--- config.mk ---
export PLATFORM = sky130hd
export DESIGN_NAME = mlpft_ram
export DESIGN_NICKNAME = d
export VERILOG_FILES = /design/src/sv/mlpft_ram.sv
export SDC_FILE = /design/constraint.sdc
export NUM_CORES = 2
export LEC_CHECK = 0
export ABC_CLOCK_PERIOD_IN_PS = 3100
export BUFFER_PORTS_ARGS = -buffer_cell sky130_fd_sc_hd__buf_2
export CAP_MARGIN = 20
export CORE_ASPECT_RATIO = 1.75
export CORE_UTILIZATION = 52
export CTS_BUF_LIST = sky130_fd_sc_hd__clkbuf_16
export DETAILED_ROUTE_END_ITERATION = 12
export PLACE_DENSITY = 0.71
export SLEW_MARGIN = 0
export SYNTH_ARGS = -nofsm -noshare
export SYNTH_HDL_FRONTEND = slang
export SYNTH_SLANG_ARGS = --single-unit
--- constraint.sdc ---
create_clock -name clk -period 3.1 [get_ports clk]
set_input_delay 0.31 -clock clk [delete_from_list [all_inputs] [get_ports clk]]
set_output_delay 0.31 -clock clk [all_outputs]
set_load 0.02 [all_outputs]
--- src/sv/mlpft_ram.sv ---
// ============================================================================
// mlpft_ram
// Simple dual-port synchronous memory, one write and one registered read.
// ============================================================================
`default_nettype none

module mlpft_ram #(
    parameter int DEPTH = 128,
    parameter int WIDTH = 16,
    parameter int AW    = $clog2(DEPTH)
) (
    input  wire logic             clk,
    input  wire logic             we,
    input  wire logic [AW-1:0]    waddr,
    input  wire logic [WIDTH-1:0] wdata,
    input  wire logic [AW-1:0]    raddr,
    output logic      [WIDTH-1:0] rdata
);

    logic [WIDTH-1:0] mem [0:DEPTH-1];
    logic [WIDTH-1:0] rdata_reg;

    // write port
    always_ff @(posedge clk)
    begin
        if (we)
        begin
            mem[waddr] <= wdata;
        end
    end

    // read port
    always_ff @(posedge clk)
    begin
        rdata_reg <= mem[raddr];
    end

    assign rdata = rdata_reg;

endmodule

`default_nettype wire

==> metrics <==
post-route worst hold slack=0.0185 ns; clock tree from TritonCTS=yes; I/O Pins=48; layout-stage area growth over the synthesis result=13.8%; clock buffers created by TritonCTS=167; FF+latch count, synth=2064; number of buffers inserted by port buffering=47; gr ovfl total=0; pin count of the biggest net entering global routing=129; placed standard-cell area=0.0836 mm²; die outline height=516 µm; Worst Max-Slew Pin Slew=1.08 ns; Max Clock Skew=0.0210 ns; number of antenna violations at the first check in global routing=25; post-CTS setup buffer count=0; clock network fraction of design power=38.8%; outcome=complete, no violations; setup tns final=0 ns; startpoint kind of the worst setup timing path=flip-flop; first-pass iteration count of the detailed router=5; antenna viol nets, final=0; number of setup violations in the final report=0; worst slew slack as a fraction of its limit=28.2%; hold-fix buffers at CTS=1; via density per instance=6.40; Distinct cells, synth=17; Reg power frac=55.6%; fmax=376 MHz; fillers=9948; CP max stage delay=0.72 ns; Worst Path Max Fanout=5; fraction of final layout cells sized beyond drive strength 1=36.0%; family of cells with the greatest summed delay on the critical path=multiplexers; setup repair after global routing missed its margin=false; Yosys top cell area share=78.3%; type of the worst setup path=reg2reg; global-route wire length before repair=276000 µm; cell internal pwr=44.0 mW; worst supply voltage drop on vdd=458 µV; total length of routed wires=196000 µm; Final Slew Violations=0; top post-synthesis cells by area=sky130_fd_sc_hd__edfxtp_1 78%, sky130_fd_sc_hd__mux4_2 19%, sky130_fd_sc_hd__nor2_1 0.58%; final number of hold-violating endpoints=0; routed vias=35900; post-synthesis sequential area ratio=78.7%; clock latency of the later-clocked register in the worst-skew pair=0.78 ns; DP HPWL=123000 µm; switching power=11.5 mW; All-Layer GR Usage=26.3%; Slowest-stage cell, CP=sky130_fd_sc_hd__mux4_2; number of rows created at floorplan=188; post-synthesis cell count=3086; FFs w/ async S/R, synth=0%; Yosys warning count=0; floorplan die area=0.153 mm²; buffer type at the clock tree root=sky130_fd_sc_hd__clkbuf_16; number of synthesized flops with an enable pin=2048; number of max-cap violations=0; required time reported for the critical path endpoint=3.77 ns; number of H-tree levels=4; Cell Chain, Critical Path=mux4_2 -> mux4_2 -> mux4_2 -> mux2_2; data arrival time at the worst-slack endpoint=3.33 ns; WL/cell=34.9 µm; dominant register cell in the synthesized netlist=sky130_fd_sc_hd__edfxtp_1; post-route fraction of the period consumed by the critical path=85.8%; commonest cells in the netlist=2048 x sky130_fd_sc_hd__edfxtp_1, 672 x sky130_fd_sc_hd__mux4_2, 122 x sky130_fd_sc_hd__nor2_1; cell count after placement=5258; total of cells resized after clock tree synthesis=0; clock period minus final worst setup slack=2.66 ns; final worst slack=0.439 ns; Critical Path Sink Type=flip-flop; effective utilization at floorplan=52.4%; DRC viols=0; register clock-pin slew on the reported worst setup and hold paths=0.07 ns; maximum root-to-sink buffer count=3; worst min path class=in2reg; number of flip-flops in the largest register=2048; core region area=0.150 mm²; fraction of power spent switching nets=20.8%; final non-filler cell area=0.0894 mm²; area of the mapped netlist=0.0785 mm²; total power divided by cell area=622 mW/mm²; via count of the first global-routing pass=37200; Clock Sink Count=2064; post-synthesis cell type with the largest combined area=sky130_fd_sc_hd__edfxtp_1; die span in x=296 µm; Routability Congestion=0.886; net total in the final layout=3470; worst setup slack after placement=-0.183 ns; Crit path buffers/inverters=0; average cell area after synthesis=25.4 µm²; Lkg Pwr=27.9 nW; Crit path top cell by count=sky130_fd_sc_hd__mux4_2; Post-Syn Nets=3118; most frequent cell after synthesis=sky130_fd_sc_hd__edfxtp_1; post-route non-filler standard cell count=5609; initial DRC count=3732; fraction of power consumed by combinational cells=5.6%
## power groups by stage
stage / Clock (mW) / Combinational [mW] / Sequential (mW)
6_report: 21.6 / 3.10 / 30.9
5_1_grt: 22.7 / 3.20 / 30.9
4_1_cts: 21.8 / 3.10 / 30.9
3_5_place_dp: 0 / 3.08 / 31.5
3_3_place_gp: 0 / 3.00 / 31.5
2_1_floorplan: 0 / 1.51 / 31.5
## layout make-up
type                    count  area, µm²  share of cell area (%)
diodes                     35       87.6                  0.0980
well taps                1995       2500                    2.79
clock buffers             175       4380                    4.90
multi-input cells         858      16100                    18.0
flip-flops and latches   2064      61800                    69.2
repair buffers            347       3360                    3.75
clock inverters           135       1200                    1.34
## cell usage in the layout (no fill, tap or decap), drive strengths merged
cell type and n:
nor2 122, buf 343, diode 35, mux4 672
nand2b 2, nand2 14, clkbuf 176, nor2b 7
inv 34, clkinv 75, bufinv 20, dfxtp 16
dlygate4sd3 3, mux2 16, nand3 12, clkinvlp 6
nor3 9, or3 1, edfxtp 2048, nand4 3
## worst paths after layout
check | startpoint | depth (start not counted) | slack, ns | to
min reg2reg | mem[116][15] | 4 | 1.14 | rdata[15]
max | mem[31][11] | 4 | 0.44 | rdata[11]
min | wdata[6] | 1 | 0.02 | mem[108][6]
max reg2reg | mem[31][11] | 4 | 0.44 | rdata[11]
## metal layers
layer  routed length [µm]  global-route usage, %  vias up
li1                     -                      -    14200
met1                63300                   29.9    19500
met2               107000                   46.8     1762
met3                13600                   4.48      443
met4                12200                   14.8       16
met5                  107                      0        -
## worst reg2reg max path, stage by stage, from the launching register on
cell and delay [ns]:
sky130_fd_sc_hd__edfxtp_1 0.36, sky130_fd_sc_hd__mux4_2 0.47, sky130_fd_sc_hd__mux4_2 0.72, sky130_fd_sc_hd__mux4_2 0.68
sky130_fd_sc_hd__mux2_2 0.32
## logic make-up (layout without fill, tap and decap cells)
family / count (synthesis) / count (layout) / synth area share (%)
multiplexers: 688 / 688 / 19.5
other: 0 / 35 / 0
buffers and inverters: 164 / 657 / 0.881
flip-flops: 2064 / 2064 / 78.7
AND/OR/NAND/NOR: 170 / 170 / 0.888
## through the flow
step                utilization, %  total power [mW]
detailed placement            55.8              34.6
floorplan                        -              33.0
global placement              55.8              34.5
CTS                           59.5              55.8
finish                        59.7              55.6
global route                  59.6              56.8
Note: power is estimated with default switching activity, not from simulation.
