`config.mk`:
```
export PLATFORM = sky130hd
export DESIGN_NAME = mlpft_neuron
export DESIGN_NICKNAME = d
export VERILOG_FILES = /design/src/sv/mlpft_pkg.sv /design/src/sv/mlpft_neuron.sv
export SDC_FILE = /design/constraint.sdc
export NUM_CORES = 1
export LEC_CHECK = 0
export ABC_AREA = 1
export BUFFER_PORTS_ARGS = -buffer_cell sky130_fd_sc_hd__buf_2
export CORE_ASPECT_RATIO = 0.6
export CORE_MARGIN = 5
export CORE_UTILIZATION = 25
export DETAILED_ROUTE_END_ITERATION = 10
export PLACE_DENSITY = 0.36
export SLEW_MARGIN = 20
export SYNTH_ARGS = -nofsm -noshare
export SYNTH_HDL_FRONTEND = slang
export SYNTH_SLANG_ARGS = --single-unit
```
`constraint.sdc`:
```
create_clock -name clk -period 15.1 [get_ports clk]
set_clock_uncertainty 0.1 [all_clocks]
set_input_delay 3.02 -clock clk [delete_from_list [all_inputs] [get_ports clk]]
set_output_delay 3.02 -clock clk [all_outputs]
set_load 0.02 [all_outputs]
```
`src/sv/mlpft_pkg.sv`:
```
// ============================================================================
// mlpft_pkg
// Shared types, constants and the tanh knot table of the perceptron block.
// ============================================================================
`default_nettype none

package mlpft_pkg;

    // default sizing
    localparam int MAX_LAYER_SIZE  = 64;
    localparam int MAX_STAGES      = 4;
    localparam int VALUE_WIDTH     = 16;

    // fixed formats
    localparam int FRAC_BITS       = 12;
    localparam int STAGE_REG_LIMIT = 4;
    localparam int SIZE_REGS       = 5;
    localparam int ADDR_WIDTH      = 14;
    localparam int OUT_WIDTH       = 14;
    localparam int INDEX_WIDTH     = 6;
    localparam int REG_INDEX_WIDTH = 3;
    localparam int REG_DATA_WIDTH  = 7;
    localparam int STAGE_WIDTH     = 3;
    localparam int TANH_KNOTS      = 20;
    localparam int TANH_SEG_BITS   = 10;
    localparam int KNOT_WIDTH      = 13;

    // item kinds
    localparam logic KIND_WEIGHT = 1'b0;
    localparam logic KIND_SAMPLE = 1'b1;

    // register indexes
    localparam logic [REG_INDEX_WIDTH-1:0] REG_STAGE_COUNT = 3'd0;
    localparam logic [REG_INDEX_WIDTH-1:0] REG_SIZE_LAYER0 = 3'd1;
    localparam logic [REG_INDEX_WIDTH-1:0] REG_SIZE_LAYER4 = 3'd5;

    typedef struct packed {
        logic                          kind;
        logic [ADDR_WIDTH-1:0]         weight_address;
        logic signed [VALUE_WIDTH-1:0] value;
    } in_beat_t;

    typedef struct packed {
        logic signed [OUT_WIDTH-1:0] out_value;
        logic [INDEX_WIDTH-1:0]      out_index;
        logic                        out_last;
    } out_beat_t;

    typedef struct packed {
        logic [REG_INDEX_WIDTH-1:0] reg_index;
        logic [REG_DATA_WIDTH-1:0]  wdata;
    } cfg_beat_t;

    typedef enum logic [2:0] {
        S_IDLE,
        S_MAC,
        S_DRAIN,
        S_ACT,
        S_EMIT_RD,
        S_EMIT_LD,
        S_EMIT_HOLD
    } state_t;

    // neuron datapath status toward the sequencer
    typedef struct packed {
        logic pipe_empty;
        logic y_valid;
    } nrn_status_t;

    // tanh(k/4) in Q12 at the segment knots
    function automatic logic [KNOT_WIDTH-1:0] tanh_knot(input logic [4:0] k);
        logic [KNOT_WIDTH-1:0] v;
        case (k)
            5'd0:    v = 13'd0;
            5'd1:    v = 13'd1003;
            5'd2:    v = 13'd1893;
            5'd3:    v = 13'd2602;
            5'd4:    v = 13'd3119;
            5'd5:    v = 13'd3475;
            5'd6:    v = 13'd3707;
            5'd7:    v = 13'd3856;
            5'd8:    v = 13'd3949;
            5'd9:    v = 13'd4006;
            5'd10:   v = 13'd4041;
            5'd11:   v = 13'd4062;
            5'd12:   v = 13'd4076;
            5'd13:   v = 13'd4084;
            5'd14:   v = 13'd4089;
            5'd15:   v = 13'd4091;
            5'd16:   v = 13'd4093;
            5'd17:   v = 13'd4094;
            5'd18:   v = 13'd4095;
            5'd19:   v = 13'd4095;
            default: v = 13'd4096;
        endcase
        return v;
    endfunction

endpackage

`default_nettype wire

```
`src/sv/mlpft_neuron.sv`:
```
// ============================================================================
// mlpft_neuron
// Multiply-accumulate, rounding with saturation and piecewise tanh.
// ============================================================================
`default_nettype none

module mlpft_neuron #(
    parameter int LAYER_SIZE = mlpft_pkg::MAX_LAYER_SIZE
) (
    input  wire logic                                     clk,
    input  wire logic                                     rst_n,
    input  wire logic                                     mac_valid,
    input  wire logic signed [mlpft_pkg::VALUE_WIDTH-1:0] w,
    input  wire logic signed [mlpft_pkg::VALUE_WIDTH-1:0] a,
    input  wire logic                                     finish,
    output logic signed [mlpft_pkg::OUT_WIDTH-1:0]        y,
    output mlpft_pkg::nrn_status_t                        status
);

    localparam int VW    = mlpft_pkg::VALUE_WIDTH;
    localparam int FB    = mlpft_pkg::FRAC_BITS;
    localparam int SB    = mlpft_pkg::TANH_SEG_BITS;
    localparam int KW    = mlpft_pkg::KNOT_WIDTH;
    localparam int OW    = mlpft_pkg::OUT_WIDTH;
    localparam int ACC_W = 2 * VW + $clog2(LAYER_SIZE) + 1;
    localparam int PW    = KW + SB;

    localparam logic signed [ACC_W:0] VMAX = {{(ACC_W + 2 - VW){1'b0}}, {(VW - 1){1'b1}}};
    localparam logic signed [ACC_W:0] VMIN = {{(ACC_W + 2 - VW){1'b1}}, {(VW - 1){1'b0}}};
    localparam logic [32:0] BIG_LIMIT = 33'(mlpft_pkg::TANH_KNOTS) << SB;
    localparam logic [KW-1:0] ONE_Q   = KW'(1 << FB);

    logic signed [2*VW-1:0] prod_reg;
    logic                   prod_v_reg;
    logic signed [ACC_W-1:0] acc_reg;
    logic signed [VW-1:0]   x_reg;
    logic                   rnd_v_reg;
    logic [PW-1:0]          seg_reg;
    logic [KW-1:0]          lo_reg;
    logic                   big_reg;
    logic                   neg_reg;
    logic                   t1_v_reg;
    logic signed [OW-1:0]   y_reg;
    logic                   y_v_reg;

    logic signed [ACC_W:0]  rnd_t;
    logic signed [ACC_W:0]  rnd_q;
    logic signed [VW-1:0]   sat_x;
    logic signed [VW:0]     xe;
    logic [VW:0]            ax;
    logic [32:0]            ax33;
    logic [4:0]             k5;
    logic [KW-1:0]          knot_lo;
    logic [KW-1:0]          knot_hi;
    logic [KW-1:0]          knot_d;
    logic [PW-1:0]          seg_rnd;
    logic [KW-1:0]          mag;

    // product stage
    always_ff @(posedge clk or negedge rst_n)
    begin
        if (!rst_n)
        begin
            prod_v_reg <= 1'b0;
        end
        else
        begin
            prod_v_reg <= mac_valid;
        end
    end

    always_ff @(posedge clk)
    begin
        prod_reg <= w * a;
    end

    // accumulator, cleared when the sum is taken
    always_ff @(posedge clk or negedge rst_n)
    begin
        if (!rst_n)
        begin
            acc_reg <= '0;
        end
        else if (finish)
        begin
            acc_reg <= '0;
        end
        else if (prod_v_reg)
        begin
            acc_reg <= acc_reg + ACC_W'(prod_reg);
        end
    end

    // round half up to Q12 and saturate
    always_comb
    begin
        rnd_t = (ACC_W + 1)'(acc_reg) + (ACC_W + 1)'(1 << (FB - 1));
        rnd_q = rnd_t >>> FB;
        if (rnd_q > VMAX)
        begin
            sat_x = VMAX[VW-1:0];
        end
        else if (rnd_q < VMIN)
        begin
            sat_x = VMIN[VW-1:0];
        end
        else
        begin
            sat_x = rnd_q[VW-1:0];
        end
    end

    // segment lookup on the magnitude
    always_comb
    begin
        xe      = {x_reg[VW-1], x_reg};
        ax      = xe[VW] ? $unsigned(-xe) : $unsigned(xe);
        ax33    = 33'(ax);
        k5      = ax33[SB+4:SB];
        knot_lo = mlpft_pkg::tanh_knot(k5);
        knot_hi = mlpft_pkg::tanh_knot(5'(k5 + 5'd1));
        knot_d  = knot_hi - knot_lo;
    end

    // interpolate; sign restored at the output
    always_comb
    begin
        seg_rnd = (seg_reg + PW'(1 << (SB - 1))) >> SB;
        mag     = big_reg ? ONE_Q : (lo_reg + seg_rnd[KW-1:0]);
    end

    // result pipeline
    always_ff @(posedge clk or negedge rst_n)
    begin
        if (!rst_n)
        begin
            rnd_v_reg <= 1'b0;
            t1_v_reg  <= 1'b0;
            y_v_reg   <= 1'b0;
        end
        else
        begin
            rnd_v_reg <= finish;
            t1_v_reg  <= rnd_v_reg;
            y_v_reg   <= t1_v_reg;
        end
    end

    always_ff @(posedge clk)
    begin
        x_reg   <= sat_x;
        seg_reg <= PW'(knot_d * ax33[SB-1:0]);
        lo_reg  <= knot_lo;
        big_reg <= ax33 >= BIG_LIMIT;
        neg_reg <= x_reg[VW-1];
        y_reg   <= neg_reg ? -$signed({1'b0, mag}) : $signed({1'b0, mag});
    end

    assign y                 = y_reg;
    assign status.y_valid    = y_v_reg;
    assign status.pipe_empty = !mac_valid && !prod_v_reg;

endmodule

`default_nettype wire

```
==> impl_metrics.ini, run 1 <==
[outcome]
status = complete, no violations

[synthesis]
synth_fa_ha_area_share_pct = 40.4
ys.flop_type = dfxtp_1
synthCells = 3271
synth_edf_count = 0
syn_avg_cell_area_sq_um = 7.32
syn-cell-area_sq_um = 23900
ys_types = 51
synth_xor_area_share_pct = 3.92
yosys_warnings = 0
muxShareOfSynthArea_pct = 0
synth_top_family_by_area = adder cells
synth-simple-area-share_pct = 21.7
synth-seq-cells = 134
async_flop_share_pct = 32.1
yosysSeqAreaShare_pct = 12.1
synth-compound-area-share_pct = 8.69
synth_nets = 3870

[final_layout]
final_nets = 3873
final_common_cell = nand2_1
drive_gt1_share_pct = 4.38
layout_common_cells = 762 x nand2_1, 747 x inv_1, 350 x fa_1, 270 x nor2_1, 213 x ha_1
largest_reg_flops = 39
syn_to_final_growth_pct = 9.01

[floorplan]
die_y_um = 250
core_area_sq_um = 94500
rows = 87
die_w_um = 409
io_pins = 52
start_util_pct = 25.3
die_area_sq_um = 102000

[critical_path]
critPathLaunchType = register
end_kind = register
required_ps = 15380
worstPathMaxFanout = 15
worstSetupPathType = register to register
critPathArrivalTime_ps = 10440
crit_slowest_cell = xor2_1
cpPeakStageDelay_ps = 630
cpMostUsedCell = nand2_1

[sta]
fin_crit_ps = 10170
hold_violations = 0
fmax_mhz = 98.3
drv_slew = 0
fin_crit_sh_pct = 67.3
rsz0062_at_grt = no
finalSetupTns_ps = 0
worstMarginPinSlew_ps = 1300
setup_violations = 0
max_slew_margin_pct = 12.2

[detailed_routing]
vias = 20100
firstDrtPassIters = 5
postRouteAntennaNets = 0
wl_per_cell_um = 17.8
wirelength_mm = 80.6
viasPerCell = 4.44
drc_errors = 0
drt_iter0_drc = 1567

[clock_tree]
root_buffer = clkbuf_16
cts_tree = yes
cts_buffers = 17
post_cts_resized = 0
post_cts_buffers = 0
clock_path_buffers = 2
clock_latency_ps = 440
htreeDepth = 4
clock_sinks = 134
clk_pin_slew_ps = 60
cts_hold_buf = 0

[placement]
port_buffers = 51
routabilityCongestion = 0.882
hpwl_mm = 69.8

[global_route]
grt_overflow = 0
antenna_found_initial = 4
grt_max_degree = 44
grtUsageTotal_pct = 16.0
grt_pass1_wl_mm = 127
first_global_vias = 20500

[flow_run]
cap_violations = 0

[worst_hold_path]
hp-class = register to register
## final timing paths
| check | endpoint | slack, ps | start | depth (start not counted) |
|---|---|---|---|---|
| max | seg_reg[21]$_DFF_P_ | 4930 | x_reg[0]$_SDFF_PN1_ | 42 |
| min | y_v_reg$_DFF_PN0_ | 250 | t1_v_reg$_DFF_PN0_ | 0 |
| max reg2reg | seg_reg[21]$_DFF_P_ | 4930 | x_reg[0]$_SDFF_PN1_ | 42 |
| min in group asynchronous | acc_reg[22]$_DFFE_PN0P_ | 2610 | rst_n | 2 |
| max in group asynchronous | acc_reg[7]$_DFFE_PN0P_ | 11780 | rst_n | 2 |
| min reg2reg | y_v_reg$_DFF_PN0_ | 250 | t1_v_reg$_DFF_PN0_ | 0 |
## synth_stat cells, types with 3 or more instances
| cell type | n | area [sq um] |
|---|---|---|
| nand3_2 | 3 | 30.0 |
| ha_1 | 213 | 2670 |
| nand2_1 | 762 | 2860 |
| nand2_2 | 8 | 50.1 |
| nor2_4 | 3 | 33.8 |
| o21ai_1 | 4 | 20.0 |
| inv_1 | 747 | 2800 |
| o21bai_1 | 21 | 158 |
| nor3_1 | 30 | 150 |
| dfrtp_1 | 43 | 1080 |
| xor2_1 | 74 | 648 |
| nor4_1 | 3 | 18.8 |
| nand3b_1 | 8 | 60.1 |
| a21oi_1 | 150 | 751 |
| buf_4 | 4 | 30.0 |
| dfxtp_1 | 91 | 1820 |
| clkinv_1 | 3 | 11.3 |
| xnor2_1 | 33 | 289 |
| fa_1 | 350 | 7010 |
| or2_2 | 23 | 144 |
| o21ai_0 | 140 | 701 |
| nand3_1 | 114 | 571 |
| a21boi_0 | 8 | 60.1 |
| nand3_4 | 3 | 52.6 |
| a31oi_1 | 21 | 131 |
| o21a_1 | 3 | 22.5 |
| o22ai_1 | 6 | 37.5 |
| inv_2 | 7 | 26.3 |
| clkbuf_1 | 67 | 251 |
| nand4_1 | 21 | 131 |
| nor2_1 | 271 | 1020 |
| a21o_1 | 13 | 97.6 |
## final cells by class
type	instances	area, sq um
well taps	1246	1560
clock buffers	20	468
flip-flops and latches	134	2900
multi-input cells	2305	17900
fillers	10600	68400
clock inverters	12	115
diodes	1	2.50
repair buffers	59	315
inverters	757	2840
## logic make-up after synthesis
group / Yosys count
xor gates and xnor gates: 107
AOI/OAI and AO/OA: 378
adders and majority gates: 563
buffers and inverters: 832
DFF: 134
and+or+nand+nor: 1257
## critical path, delay by kind of cell (launching register included)
kind	cells	cell delay (ps)
adders and majority gates	11	4440
xor gates and xnor gates	2	760
buffers and inverters	7	600
DFF	1	570
and+or+nand+nor	16	2450
AOI/OAI and AO/OA	6	1140
## metrics by stage
stage	instance area (sq um)	hold WS, ps	setup WS, ps	utilization (%)	std cells
after floorplan	23900	231	6350	-	3271
after global placement	25500	236	5030	27.0	4501
after detailed placement	25500	235	5080	27.0	4501
after CTS	26100	250	5110	27.6	4533
after global routing	26100	256	4210	27.6	4533
final	26100	247	4930	27.6	4534
## per-layer routing
layer	vias to the layer above	part of all wire, %	track usage, %	wire (um)
met5	-	0.18	0.979	143
met1	9700	61	28.8	48800
met4	2	0.31	1.29	251
li1	9915	-	-	-
met3	18	7.7	3.96	6210
met2	502	31	18.1	25200
Power of run 1 is left out: the tool's default activity adds up to more than one toggle a clock period on the data nets, which glitch-free logic cannot reach.
==> inputs of run 2 (changes only) <==
--- a/config.mk
+++ b/config.mk
@@ -5,7 +5,7 @@
 export SDC_FILE = /design/constraint.sdc
 export NUM_CORES = 1
 export LEC_CHECK = 0
-export ABC_AREA = 1
+export ABC_AREA = 0
 export BUFFER_PORTS_ARGS = -buffer_cell sky130_fd_sc_hd__buf_2
 export CORE_ASPECT_RATIO = 0.6
 export CORE_MARGIN = 5
==> constraint.sdc (replaced) <==
create_clock -name clk -period 9.74 [get_ports clk]
set_clock_uncertainty 0.1 [all_clocks]
set_input_delay 1.948 -clock clk [delete_from_list [all_inputs] [get_ports clk]]
set_output_delay 1.948 -clock clk [all_outputs]
set_load 0.02 [all_outputs]
==> impl_metrics.ini, run 2 <==
[synthesis]
synthTopCellsByArea = fa_1 31%, ha_1 12%, dfxtp_1 8.2%
yosys.area.top_type = fa_1
yosys_warnings = 0
syn_avg_cell_area_sq_um = 8.81
ys_types = 76
yosys.area.top_type_share_pct = 31.4
yosysMostFrequentCell = inv_1
yosysSeqAreaShare_pct = 13.0
async_flop_share_pct = 32.1
syn-cell-area_sq_um = 22300
synth_nets = 3137
synthCells = 2538
synthTopCellsByCount = 427 x inv_1, 350 x fa_1, 257 x nand2_1, 213 x ha_1, 186 x nor2_1
ys.flop_type = dfxtp_1
synth-seq-cells = 134
synth_edf_count = 0

[placement]
postPlaceCellArea_sq_um = 24700
hpwl_mm = 54.2
dp_cells = 3784
port_buffers = 51
place_ws_ps = -223
routabilityCongestion = 0.816

[detailed_routing]
viasPerCell = 4.51
wl_per_cell_um = 16.5
met2_length_mm = 22.9
wirelength_mm = 63.5
m1WireLength_mm = 38.1
firstDrtPassIters = 6
drc_errors = 0
highest_layer = met4
postRouteAntennaNets = 0
wl_met3_mm = 2.19
drt_iter0_drc = 966
vias = 17300

[critical_path]
required_ps = 10030
critPathLaunchType = register
reg2reg_from = x_reg[0]$_SDFF_PN1_
reg2reg_slack_ps = 300
r2r_end = seg_reg[17]$_DFF_P_
cpMostUsedCell = fa_1
end_kind = register
worstPathMaxFanout = 5
crit_slowest_cell = or4_4
cpPeakStageDelay_ps = 560
rr_worst_depth = 42
worstSetupPathType = register to register
critPathArrivalTime_ps = 9730

[sta]
drv_slew = 0
fin_crit_ps = 9440
fin_ws_ps = 301
fin_crit_sh_pct = 96.9
worstMarginPinSlew_ps = 907
max_slew_margin_pct = 38.0
rsz0062_at_grt = yes
fmax_mhz = 106
setup_violations = 0
hold_violations = 0

[floorplan]
die_w_um = 396
io_pins = 52
core_area_sq_um = 88100
start_util_pct = 25.4
die_y_um = 242
rows = 84
die_area_sq_um = 95700

[outcome]
status = complete, no violations

[clock_tree]
clk_pin_slew_ps = 60
clock_sinks = 134
clock_latency_ps = 460
root_buffer = clkbuf_16
htreeDepth = 4
clock_path_buffers = 2
cts_buffers = 17
cts_tree = yes

[final_layout]
final_nets = 3262
fin_util_pct = 29.3
final_cells = 3838
layout_common_cells = 419 x inv_1, 345 x fa_1, 256 x nand2_1, 202 x ha_1, 179 x nor2_1
final_area_sq_um = 25800
largest_reg_flops = 39
final_common_cell = inv_1
syn_to_final_growth_pct = 15.5
drive_gt1_share_pct = 11.7

[flow_run]
cap_violations = 0

[worst_hold_path]
hp-class = register to register
min_to = y_v_reg$_DFF_PN0_
min_from = t1_v_reg$_DFF_PN0_
hold_depth = 0

[global_route]
grt_overflow = 0
grtUsageTotal_pct = 13.7
grt_pass1_wl_mm = 105
first_global_vias = 18300
grt_max_degree = 47
antenna_found_initial = 0
## run 2: cell types whose count changed after synthesis, moves of 46 or more
cell	previous run	this run
nand2_1	762	257
inv_1	747	427
and2_1	1	109
nor2_1	271	186
xnor2_1	33	112
nand3_1	114	43
o21ai_0	140	74
a21oi_1	150	104
## run 2: logic make-up after synthesis
logic type,Yosys count,share of synthesized area [%]
and+or+nand+nor,776,16.5
xor gates and xnor gates,165,6.60
DFF,134,13.0
muxes,33,1.49
adders and majority gates,563,43.3
AOI/OAI and AO/OA,361,10.6
buffers and inverters,506,8.55
## run 2: per-layer routing
metal  track usage, %  vias up
li1                 -     8357
met1             23.8     8687
met2             17.6      260
met3             1.89       20
met4             1.39        0
met5                0        -
## run 2: final cells by class
type	count	area (sq um)
Fill cell	9411	62300
Multi-Input combinational cell	1898	18000
Sequential cell	134	2900
Inverter	430	1620
Tap cell	1161	1450
Timing Repair Buffer	182	1250
Clock buffer	22	475
Clock inverter	10	140
Antenna cell	1	2.50
## run 2: metrics by stage
| stage | setup TNS, ps | hold slack, ps |
|---|---|---|
| after CTS | 0 | 257 |
| after detailed placement | -912 | 242 |
| final | 0 | 253 |
| after global routing | -826 | 262 |
| after global placement | -1170 | 240 |
| after floorplan | 0 | 231 |
## run 2: worst max-delay path by stage
stage | start | end | cells past startpoint
2_1_floorplan | x_reg[0]$_SDFF_PN1_ | seg_reg[17]$_DFF_P_ | 46
3_3_place_gp | x_reg[7]$_SDFF_PN1_ | seg_reg[17]$_DFF_P_ | 40
3_5_place_dp | x_reg[7]$_SDFF_PN1_ | seg_reg[17]$_DFF_P_ | 39
4_1_cts | x_reg[0]$_SDFF_PN1_ | seg_reg[17]$_DFF_P_ | 42
5_1_grt | x_reg[0]$_SDFF_PN1_ | seg_reg[17]$_DFF_P_ | 45
6_report | x_reg[0]$_SDFF_PN1_ | seg_reg[17]$_DFF_P_ | 42
## run 2: worst max-delay path: cells and delay by family, from the launching register on
family,cells,cell delay [ps]
fa+ha+maj,9,3530
buf+inv,6,500
xor+xnor,4,560
compound gates,15,3090
flops,1,350
simple gates,8,1230
## run 2: repair_timing
item,CTS,global route
setup buffers,0,21
cloned,0,0
hold buffers,0,0
pin swaps,0,55
endpoints found under the setup margin,7,11
gates resized for setup,4,68
Power of run 2 is left out for the same reason.
==> inputs of run 3 (changes only) <==
--- a/config.mk
+++ b/config.mk
@@ -7,9 +7,11 @@
 export LEC_CHECK = 0
 export ABC_AREA = 0
 export BUFFER_PORTS_ARGS = -buffer_cell sky130_fd_sc_hd__buf_2
+export CAP_MARGIN = 40
 export CORE_ASPECT_RATIO = 0.6
 export CORE_MARGIN = 5
 export CORE_UTILIZATION = 25
+export CTS_BUF_LIST = sky130_fd_sc_hd__clkbuf_4 sky130_fd_sc_hd__clkbuf_8 sky130_fd_sc_hd__clkbuf_16
 export DETAILED_ROUTE_END_ITERATION = 10
 export PLACE_DENSITY = 0.36
 export SLEW_MARGIN = 20
==> impl_metrics.ini, run 3 (synthesis gave the netlist of run 2 again) <==
[detailed_routing]
viasPerCell = 4.50
firstDrtPassIters = 5
drc_errors = 0
wl_per_cell_um = 16.6
postRouteAntennaNets = 0
vias = 17300
drt_iter0_drc = 998
wirelength_mm = 63.8

[sta]
hold_violations = 0
fmax_mhz = 105
max_slew_margin_pct = 48.7
finalSetupTns_ps = 0
fin_crit_ps = 9560
setup_violations = 0
drv_slew = 0
fin_ws_ps = 177
fin_crit_sh_pct = 98.2
worstMarginPinSlew_ps = 751
rsz0062_at_grt = yes

[global_route]
grtUsageTotal_pct = 13.7
first_global_vias = 18400
grt_max_degree = 47
grt_pass1_wl_mm = 105
grt_overflow = 0
antenna_found_initial = 0

[outcome]
status = complete, no violations

[final_layout]
nFillCells = 9376
largest_reg_flops = 39
syn_to_final_growth_pct = 16.0
final_area_sq_um = 25900
final_nets = 3266
layout_common_cells = 423 x inv_1, 345 x fa_1, 256 x nand2_1, 200 x ha_1, 180 x nor2_1
drive_gt1_share_pct = 11.7
insertedDiodeCount = 0
final_common_cell = inv_1

[clock_tree]
cts_buffers = 17
root_buffer = clkbuf_16
cts_tree = yes
clock_latency_ps = 470
clock_sinks = 134
cts_hold_buf = 0
htreeDepth = 4
clock_path_buffers = 2
clk_pin_slew_ps = 60

[placement]
postPlaceCellArea_sq_um = 24700
hpwl_mm = 54.2
port_buffers = 51
routabilityCongestion = 0.816
place_ws_ps = 50.5

[flow_run]
cap_violations = 0

[worst_hold_path]
hp-class = register to register

[critical_path]
cpMostUsedCell = buf_4
critPathArrivalTime_ps = 9860
worstPathMaxFanout = 9
required_ps = 10030
end_kind = register
crit_slowest_cell = or4_4
cpPeakStageDelay_ps = 580
critPathLaunchType = register
worstSetupPathType = register to register

[floorplan]
start_util_pct = 25.4
die_y_um = 242
io_pins = 52
core_area_sq_um = 88100
rows = 84
die_w_um = 396
die_area_sq_um = 95700
-- run 3: layer usage --
metal	wire, um	vias to the layer above	GRT usage (%)	part of all wire, %
met5	0	-	0	0
met1	38100	8598	23.7	60
li1	-	8354	-	-
met2	22900	278	17.4	36
met4	505	0	1.95	0.79
met3	2330	41	2.06	3.6
-- run 3: final timing paths --
kind,slack [ps],end,startpoint,cells past startpoint
worst min register to register,250,y_v_reg$_DFF_PN0_,t1_v_reg$_DFF_PN0_,0
worst min-delay path,250,y_v_reg$_DFF_PN0_,t1_v_reg$_DFF_PN0_,0
worst max-delay path,180,seg_reg[22]$_DFF_P_,x_reg[7]$_SDFF_PN1_,41
worst max register to register,180,seg_reg[22]$_DFF_P_,x_reg[7]$_SDFF_PN1_,41
min in group asynchronous,1470,acc_reg[30]$_DFFE_PN0P_,rst_n,2
max in group asynchronous,7580,acc_reg[9]$_DFFE_PN0P_,rst_n,2
-- run 3: metrics by stage --
stage / hold WS [ps] / cells / util (%)
after floorplan: 231 / 2538 / -
after global placement: 240 / 3784 / 28.0
after detailed placement: 242 / 3789 / 28.1
after CTS: 257 / 3821 / 28.8
after global routing: 263 / 3841 / 29.4
final: 253 / 3841 / 29.4
-- run 3: worst max-delay path, delay by kind of cell (launching register included) --
family,cells,cell delay (ps)
compound gates,17,3500
fa+ha+maj,8,2970
buf+inv,8,1200
simple gates,5,1010
xor+xnor,3,390
flops,1,310
-- run 3: cell type report --
type,instances,area [sq um],share of cell area [%]
Multi-Input combinational cell,1898,18000,69.4
Clock buffer,24,537,2.07
Sequential cell,134,2900,11.2
Inverter,430,1610,6.23
Timing Repair Buffer,186,1320,5.09
Clock inverter,8,106,0.410
Tap cell,1161,1450,5.61
-- run 3: repair_timing --
action                                  4_1_cts  5_1_grt
endpoints found under the setup margin        2       11
endpoints found under the hold margin         0        0
pin swaps                                     0       52
buffers inserted                              0       18
cloned                                        0        1
gates resized for setup                       1       73
Power of run 3 is left out for the same reason.
